### src/design/kps_pkg.sv
// kps_pkg: shared types, constants and the key code table of the keypad
// to pulse width serial block; used by every file in design/
// depends on nothing
package kps_pkg;

   localparam int KEY_LINES_DEF = 4;
   localparam int CHAR_BITS_DEF = 8;

   localparam int MASK_W      = 16;
   localparam int TICK_W      = 16;
   localparam int CODE_W      = 8;
   localparam int COUNT_W     = 10;
   localparam int CSR_INDEX_W = 4;

   localparam logic [COUNT_W-1:0] PRESS_LAST = COUNT_W'(999);

   localparam logic [TICK_W-1:0] ONE_HALF_RESET  = TICK_W'(500);
   localparam logic [TICK_W-1:0] ZERO_HALF_RESET = TICK_W'(1000);

   // register indexes on the csr port
   localparam logic [CSR_INDEX_W-1:0] CSR_ONE_HALF  = CSR_INDEX_W'(0);
   localparam logic [CSR_INDEX_W-1:0] CSR_ZERO_HALF = CSR_INDEX_W'(1);

   // item kinds
   localparam logic CMD_TICK   = 1'b0;
   localparam logic CMD_SAMPLE = 1'b1;

   // 4x4 keypad legend, row-major
   localparam logic [CODE_W-1:0] KEY_CODES [16] = '{
      8'h31, 8'h32, 8'h33, 8'h41,
      8'h34, 8'h35, 8'h36, 8'h42,
      8'h37, 8'h38, 8'h39, 8'h43,
      8'h2A, 8'h30, 8'h23, 8'h44
   };

   typedef struct packed {
      logic              cmd;
      logic [MASK_W-1:0] key_mask;
   } req_type;

   typedef struct packed {
      logic               line_level;
      logic               busy_res;
      logic               sample_taken;
      logic               new_press;
      logic [CODE_W-1:0]  key_code;
      logic [COUNT_W-1:0] press_count;
      logic               char_done;
   } rsp_type;

   typedef struct packed {
      logic [TICK_W-1:0] one_half_ticks;
      logic [TICK_W-1:0] zero_half_ticks;
   } cfg_type;

   // keys outside the 4x4 legend give code 0
   function automatic logic [CODE_W-1:0] key_ascii(input logic [2:0] row,
                                                   input logic [2:0] col);
      logic [CODE_W-1:0] code;
      code = '0;
      if (!row[2] && !col[2]) begin
         code = KEY_CODES[{row[1:0], col[1:0]}];
      end
      return code;
   endfunction

endpackage

### src/design/kps_csr.sv
// kps_csr: the two phase length registers behind the csr write port
// depends on kps_pkg
module kps_csr
   import kps_pkg::*;
(
   input  logic                   clock,
   input  logic                   reset,
   input  logic                   csr_valid,
   output logic                   csr_ready,
   input  logic [CSR_INDEX_W-1:0] csr_index,
   input  logic [TICK_W-1:0]      csr_wdata,
   output cfg_type                cfg
);

   logic [TICK_W-1:0] one_half_ff;
   logic [TICK_W-1:0] zero_half_ff;

   assign csr_ready = 1'b1;

   always_ff @(posedge clock) begin
      if (reset) begin
         one_half_ff  <= ONE_HALF_RESET;
         zero_half_ff <= ZERO_HALF_RESET;
      end else if (csr_valid) begin
         // unknown indexes are dropped
         if (csr_index == CSR_ONE_HALF) begin
            one_half_ff <= csr_wdata;
         end
         if (csr_index == CSR_ZERO_HALF) begin
            zero_half_ff <= csr_wdata;
         end
      end
   end

   assign cfg.one_half_ticks  = one_half_ff;
   assign cfg.zero_half_ticks = zero_half_ff;

endmodule

### src/design/kps_key_decode.sv
// kps_key_decode: priority encoder over the keypad grid, lowest pressed row
// and lowest pressed column, then the legend lookup; depends on kps_pkg
module kps_key_decode
   import kps_pkg::*;
#(
   parameter int KEY_LINES = KEY_LINES_DEF
)
(
   input  logic [MASK_W-1:0] key_mask,
   output logic              found,
   output logic [CODE_W-1:0] code
);

   localparam int GRID   = KEY_LINES * KEY_LINES;
   localparam int LINE_W = (KEY_LINES > 1) ? $clog2(KEY_LINES) : 1;

   logic [GRID+MASK_W-1:0] mask_ext;
   logic [GRID-1:0]        grid;
   logic [KEY_LINES-1:0]   row_any;
   logic [KEY_LINES-1:0]   col_any;
   logic [LINE_W-1:0]      row;
   logic [LINE_W-1:0]      col;

   // grid positions past the 16 mask bits read as released
   assign mask_ext = {{GRID{1'b0}}, key_mask};
   assign grid     = mask_ext[GRID-1:0];

   always_comb begin
      row_any = '0;
      col_any = '0;
      for (int r = 0; r < KEY_LINES; r++) begin
         for (int c = 0; c < KEY_LINES; c++) begin
            row_any[r] = row_any[r] | grid[r*KEY_LINES + c];
            col_any[c] = col_any[c] | grid[r*KEY_LINES + c];
         end
      end
      row = '0;
      col = '0;
      for (int i = KEY_LINES - 1; i >= 0; i--) begin
         if (row_any[i]) begin
            row = LINE_W'(i);
         end
         if (col_any[i]) begin
            col = LINE_W'(i);
         end
      end
   end

   assign found = |row_any;
   assign code  = key_ascii(3'(row), 3'(col));

endmodule

### src/design/kps_engine.sv
// kps_engine: input register, press detection and bit timing state, result
// register; depends on kps_pkg and kps_key_decode
module kps_engine
   import kps_pkg::*;
#(
   parameter int KEY_LINES = KEY_LINES_DEF,
   parameter int CHAR_BITS = CHAR_BITS_DEF
)
(
   input  logic    clock,
   input  logic    reset,
   input  cfg_type cfg,
   input  logic    req_valid,
   output logic    req_stall,
   input  req_type req_word,
   output logic    rsp_valid,
   input  logic    rsp_stall,
   output rsp_type rsp_word
);

   localparam int BIT_W = $clog2(CHAR_BITS);

   logic    in_valid_ff;
   req_type in_word_ff;
   logic    rsp_valid_ff;
   rsp_type rsp_word_ff, rsp_word_in;
   logic    advance;
   logic    fire;

   logic               was_pressed_ff, was_pressed_in;
   logic [COUNT_W-1:0] press_count_ff, press_count_in;
   logic [CODE_W-1:0]  last_key_ff, last_key_in;
   logic [CODE_W-1:0]  shift_ff, shift_in;
   logic [BIT_W-1:0]   bit_pos_ff, bit_pos_in;
   logic               high_phase_ff, high_phase_in;
   logic [TICK_W-1:0]  timer_ff, timer_in;
   logic               sending_ff, sending_in;

   logic               key_found;
   logic [CODE_W-1:0]  key_code;
   logic [TICK_W-1:0]  period;
   logic [TICK_W-1:0]  timer_inc;
   logic [BIT_W:0]     pos_inc;
   logic               taken, fresh, done;

   // the result register moves on when empty or being taken
   assign advance   = !rsp_valid_ff || !rsp_stall;
   assign fire      = in_valid_ff && advance;
   assign req_stall = in_valid_ff && !advance;

   always_ff @(posedge clock) begin
      if (reset) begin
         in_valid_ff <= 1'b0;
      end else if (!req_stall) begin
         in_valid_ff <= req_valid;
      end
   end

   always_ff @(posedge clock) begin
      if (req_valid && !req_stall) begin
         in_word_ff <= req_word;
      end
   end

   kps_key_decode #(
      .KEY_LINES(KEY_LINES)
   ) u_decode (
      .key_mask(in_word_ff.key_mask),
      .found   (key_found),
      .code    (key_code)
   );

   assign period    = shift_ff[0] ? cfg.one_half_ticks : cfg.zero_half_ticks;
   assign timer_inc = timer_ff + TICK_W'(1);
   assign pos_inc   = {1'b0, bit_pos_ff} + (BIT_W+1)'(1);

   always_comb begin
      was_pressed_in = was_pressed_ff;
      press_count_in = press_count_ff;
      last_key_in    = last_key_ff;
      shift_in       = shift_ff;
      bit_pos_in     = bit_pos_ff;
      high_phase_in  = high_phase_ff;
      timer_in       = timer_ff;
      sending_in     = sending_ff;
      taken          = 1'b0;
      fresh          = 1'b0;
      done           = 1'b0;

      if (in_word_ff.cmd == CMD_SAMPLE) begin
         if (!sending_ff) begin
            taken = 1'b1;
            if (key_found && !was_pressed_ff) begin
               fresh          = 1'b1;
               press_count_in = (press_count_ff >= PRESS_LAST) ? '0
                                : press_count_ff + COUNT_W'(1);
               last_key_in    = key_code;
               shift_in       = key_code;
               bit_pos_in     = '0;
               high_phase_in  = 1'b0;
               timer_in       = '0;
               sending_in     = 1'b1;
            end
            was_pressed_in = key_found;
         end
      end else if (sending_ff) begin
         timer_in = timer_inc;
         // a zero period or a wrapped count also ends the phase
         if (timer_inc >= period || timer_inc == '0) begin
            timer_in = '0;
            if (!high_phase_ff) begin
               high_phase_in = 1'b1;
            end else begin
               high_phase_in = 1'b0;
               shift_in      = {1'b0, shift_ff[CODE_W-1:1]};
               bit_pos_in    = pos_inc[BIT_W-1:0];
               if (pos_inc >= (BIT_W+1)'(CHAR_BITS)) begin
                  bit_pos_in = '0;
                  sending_in = 1'b0;
                  done       = 1'b1;
               end
            end
         end
      end

      rsp_word_in.line_level   = sending_in && high_phase_in;
      rsp_word_in.busy_res     = sending_in;
      rsp_word_in.sample_taken = taken;
      rsp_word_in.new_press    = fresh;
      rsp_word_in.key_code     = last_key_in;
      rsp_word_in.press_count  = press_count_in;
      rsp_word_in.char_done    = done;
   end

   always_ff @(posedge clock) begin
      if (reset) begin
         was_pressed_ff <= 1'b0;
         press_count_ff <= '0;
         last_key_ff    <= '0;
         shift_ff       <= '0;
         bit_pos_ff     <= '0;
         high_phase_ff  <= 1'b0;
         timer_ff       <= '0;
         sending_ff     <= 1'b0;
      end else if (fire) begin
         was_pressed_ff <= was_pressed_in;
         press_count_ff <= press_count_in;
         last_key_ff    <= last_key_in;
         shift_ff       <= shift_in;
         bit_pos_ff     <= bit_pos_in;
         high_phase_ff  <= high_phase_in;
         timer_ff       <= timer_in;
         sending_ff     <= sending_in;
      end
   end

   always_ff @(posedge clock) begin
      if (reset) begin
         rsp_valid_ff <= 1'b0;
      end else if (advance) begin
         rsp_valid_ff <= in_valid_ff;
      end
   end

   always_ff @(posedge clock) begin
      if (fire) begin
         rsp_word_ff <= rsp_word_in;
      end
   end

   assign rsp_valid = rsp_valid_ff;
   assign rsp_word  = rsp_word_ff;

endmodule

### src/design/keypad_to_pulse_width_serial_top.sv
// keypad_to_pulse_width_serial_top: top level of the keypad scanner and
// pulse width serial sender; depends on kps_pkg, kps_csr, kps_engine
//
//   channel  ports                                 direction  handshake
//   req      req_valid req_stall req_word          in         valid / stall
//   rsp      rsp_valid rsp_stall rsp_word          out        valid / stall
//   csr      csr_valid csr_ready csr_index/wdata   in         valid / ready
//
// one word in per cycle while req_stall is low; a word's result is offered
// after the word passes the input register and then the result register;
// sustained rate is one word per clock while rsp_stall is low, set by the
// single state update step
// reset is synchronous, active high; clears engine state and both valids
// a stalled result holds in the result register; the input side stalls only
// when both registers are full
module keypad_to_pulse_width_serial_top
   import kps_pkg::*;
#(
   parameter int KEY_LINES = KEY_LINES_DEF,
   parameter int CHAR_BITS = CHAR_BITS_DEF
)
(
   input  logic                   clock,
   input  logic                   reset,
   input  logic                   req_valid,
   output logic                   req_stall,
   input  req_type                req_word,
   output logic                   rsp_valid,
   input  logic                   rsp_stall,
   output rsp_type                rsp_word,
   input  logic                   csr_valid,
   output logic                   csr_ready,
   input  logic [CSR_INDEX_W-1:0] csr_index,
   input  logic [TICK_W-1:0]      csr_wdata
);

   cfg_type cfg;

   kps_csr u_csr (
      .clock    (clock),
      .reset    (reset),
      .csr_valid(csr_valid),
      .csr_ready(csr_ready),
      .csr_index(csr_index),
      .csr_wdata(csr_wdata),
      .cfg      (cfg)
   );

   kps_engine #(
      .KEY_LINES(KEY_LINES),
      .CHAR_BITS(CHAR_BITS)
   ) u_engine (
      .clock    (clock),
      .reset    (reset),
      .cfg      (cfg),
      .req_valid(req_valid),
      .req_stall(req_stall),
      .req_word (req_word),
      .rsp_valid(rsp_valid),
      .rsp_stall(rsp_stall),
      .rsp_word (rsp_word)
   );

endmodule
### config.mk
export PLATFORM = sky130hd
export DESIGN_NAME = keypad_to_pulse_width_serial_top
export DESIGN_NICKNAME = d
export VERILOG_FILES = /design/src/design/kps_pkg.sv /design/src/design/kps_csr.sv /design/src/design/kps_key_decode.sv /design/src/design/kps_engine.sv /design/src/design/keypad_to_pulse_width_serial_top.sv
export SDC_FILE = /design/constraint.sdc
export NUM_CORES = 1
export LEC_CHECK = 0
export ABC_AREA = 1
export BUFFER_PORTS_ARGS = -buffer_cell sky130_fd_sc_hd__buf_2
export CAP_MARGIN = 10
export CORE_ASPECT_RATIO = 0.6
export CORE_MARGIN = 4
export CORE_UTILIZATION = 60
export DETAILED_ROUTE_END_ITERATION = 16
export GPL_ROUTABILITY_DRIVEN = 0
export PLACE_DENSITY = 0.81
export SYNTH_ARGS = -nofsm -noshare
export SYNTH_HDL_FRONTEND = slang
export SYNTH_SLANG_ARGS = --single-unit
### constraint.sdc
create_clock -name clock -period 4.3 [get_ports clock]
set_input_delay 0 -clock clock [delete_from_list [all_inputs] [get_ports clock]]
set_output_delay 0 -clock clock [all_outputs]
set_load 0.005 [all_outputs]
==> run_results.csv <==
group,metric,value,unit
final_layout,drive_above_1_share,0.1332,
pwr,ir_drop,317.0,uV
timing,drv_slew,0,
final_layout,finalInstanceArea,7523,um2
yosys,synthTopCellsByArea,"dfxtp_1, edfxtp_1, nand2_1",
setup_path,cp-start-kind,"flip-flop",
floorplanning,rows,28,
setup_path,cp-end-kind,"flip-flop",
yosys,syn_nets,887,
clock_tree,clock_sinks,121,
clock_tree,clk_path_buf_depth,2,
clock_tree,insertion_delay,0.41,ns
timing,clock.fmax,0.3087,GHz
timing,period_minus_slack,3.239,ns
final_layout,nets,985,
routing,num_vias,5731,
routing,wl,15.32,mm
yosys,synth_cells,820,
yosys,yosysTopAreaCell,"dfxtp_1",
floorplanning,die_y,86.62,um
timing,hold_viol,0,
final_layout,nFillCells,710,
final_layout,antenna_cells,0,
timing,slew_headroom,0.4031,
place,place_inst,999,
global_route,grt_pass1_vias,5381,
yosys,yosys_warnings,0,
setup_path,critical_path.cell_chain,"ha_1 -> nand3_1 -> nor2_2 -> nand4_1 -> nand2_1 -> inv_1 -> ha_1 -> nand2_1 -> inv_1 -> a31oi_1 -> o21ai_0 -> nor2_1 -> nand2_1 -> nor2_1 -> nand3_4 -> nor2_4 -> nand2_1 -> a21oi_1",
global_route,grt_max_degree,41,
yosys,syn_avg_cell_area,7.538,um2
setup_path,cp_max_fo,16,
final_layout,area_growth,21.72,%
routing,drtIter0Drc,485,
floorplanning,ioPinCount,68,
global_route,grt_pass1_wl,25.50,mm
yosys,yosys.cell_types.count,40,
yosys,syn_area,6181,um2
clock_tree,cts_made_buffers,17,
clock_tree,clk_root_buffer_cell,"clkbuf_16",
global_route,globalRouteOverflowTotal,0,
setup_path,cp_common_cell,"nand2_1",
setup_path,cp.arrival,3.56,ns
routing,drt_pre_antenna_iters,5,
routing,vias_per_cell,5.376,
setup_path,slowest_delay,0.44,ns
setup_path,worstPathRequired,4.62,ns
yosys,yosys.area.top_type_share,0.2623,
setup_path,critPathKind,"reg2reg",
final_layout,final_common_cell,"nand2_1",
final_layout,layout_common_cells,"nand2_1, inv_1, dfxtp_1",
timing,fin_skew,0.007415,ns
timing,finalSetupViolCount,0,
floorplanning,dieArea,12040,um2
global_route,grtUsageTotal,0.2647,
floorplanning,start_util,0.6212,
routing,antenna_left,0,
clock_tree,clk_pin_slew,0.06,ns
global_route,grt_antenna_before_repair,0,
yosys,ys_seq_area_frac,0.4567,
floorplanning,die_w,139.0,um
timing,tightest_slew,0.8885,ns
clock_tree,cts_tree,"built",
timing,holdWs,0.03232,ns
floorplanning,core,9950,um2
timing,rsz0062_at_grt,"no",
place,placed_area,6579,um2
routing,wire_per_inst,14.37,um
timing,final.period_utilization,0.7533,
pwr,leakage,3.449,nW
min_path,hold_class,"in2reg",
timing,tns,0,ns
run,max_cap_viol_count,0,
routing,drcViolationCount,0,
clock_tree,ctsHtreeMaxLevel,4,
pwr,powerDensity,384.5,nW/um2
yosys,ys_ff_latch,121,
status,outcome,"completed",
setup_path,critPathSlowestCell,"dfxtp_1",
place,io_buffer_count,66,
place,dp_hpwl,10.42,mm
final_layout,instances_no_fill,1066,
-- logic make-up after synthesis --
logic type | Yosys count | synth area share
AO/OA/AOI/OAI | 142 | 0.1178
other | 1 | 0.0006067
adder cells (fa/ha/maj) | 25 | 0.05061
XOR/XNOR | 7 | 0.01113
buffers and inverters | 154 | 0.09899
flip-flops | 121 | 0.4567
multiplexers | 4 | 0.006478
AND/OR/NAND/NOR | 366 | 0.2577
-- stage by stage --
step | utilization | power (mW) | worst slack, ns
global placement | 0.6612 | 1.470 | 1.350
finish | 0.7562 | 2.893 | 1.061
detailed placement | 0.6612 | 1.482 | 1.185
global route | 0.7562 | 3.011 | 0.7848
CTS | 0.7562 | 2.904 | 1.101
floorplan | - | 1.408 | 1.604
-- worst max-delay path, delay by kind of cell, from the launching register on --
family | cells | cell delay, ns
AOI/OAI and AO/OA | 3 | 0.43
adders and majority gates | 2 | 0.56
buffers and inverters | 2 | 0.13
DFF | 1 | 0.44
and+or+nand+nor | 11 | 1.59
-- metal layers --
metal	track usage	vias up	wire, um
met2	0.4025	236	6698
met4	0.09769	0	289
li1	-	2849	-
met3	0.06615	25	1233
met1	0.3696	2621	7096
met5	0	-	0
-- power by group --
part / switching (mW) / total (mW) / leakage, nW / internal (mW)
registers: 0.0235 / 1.25 / 1.04 / 1.23
clock network: 0.509 / 1.40 / 0.290 / 0.894
logic: 0.145 / 0.235 / 2.12 / 0.0901
-- worst paths after layout --
check / startpoint / end / slack (ns) / depth (start not counted)
setup / recovery: u_engine.timer_ff[0]$_SDFFE_PP0P_ / u_engine.timer_ff[14]$_SDFFE_PP0P_ / 1.06 / 18
hold / removal: csr_index[0] / u_csr.one_half_ff[7]$_SDFFE_PP1P_ / 0.03 / 4
setup reg to reg: u_engine.timer_ff[0]$_SDFFE_PP0P_ / u_engine.timer_ff[14]$_SDFFE_PP0P_ / 1.06 / 18
hold reg to reg: u_engine.shift_ff[6]$_SDFFE_PP0P_ / u_engine.shift_ff[6]$_SDFFE_PP0P_ / 0.46 / 2
-- what timing repair did --
action / CTS / global route
buffers inserted: 0 / 0
resized for setup: 0 / 0
endpoints found under the hold margin: 51 / 0
hold buffers: 35 / 0
-- synth_stat cells (all sizes together) --
cell type,count
clkinv,1
buf,5
a31oi,1
nand3,59
a21o,1
and3,1
nor2,75
o21ai,69
mux2i,4
nor3,5
xnor2,3
conb,1
xor2,4
o31ai,1
inv,127
nor4,2
edfxtp,40
nand2,206
clkbuf,21
o211ai,2
a22oi,1
or2,3
nand3b,2
a21oi,66
dfxtp,81
o2bb2ai,1
ha,25
nand4,13
-- layout make-up --
type	instances	area, um2	area share
Sequential cell	121	2823	0.3752
Inverter	128	480.5	0.06386
Clock inverter	9	83.83	0.01114
Tap cell	135	168.9	0.02245
Multi-Input combinational cell	545	2746	0.3650
Clock buffer	23	510.5	0.06785
Timing Repair Buffer	105	710.7	0.09446
-- state kept, by name, summed over array words and instances, names as in the netlist --
| name | count |
|---|---|
| u_engine.rsp_word | 23 |
| u_engine.in_word_ff | 17 |
| u_csr.one_half_ff | 16 |
| u_csr.zero_half_ff | 16 |
| u_engine.timer_ff | 16 |
| u_engine.press_count_ff | 10 |
| u_engine.last_key_ff | 8 |
| u_engine.shift_ff | 7 |
| u_engine.bit_pos_ff | 3 |
| u_engine.high_phase_ff | 1 |
| u_engine.in_valid_ff | 1 |
| u_engine.rsp_valid | 1 |
| u_engine.sending_ff | 1 |
| u_engine.was_pressed_ff | 1 |
Power figures use the tool's default switching activity.
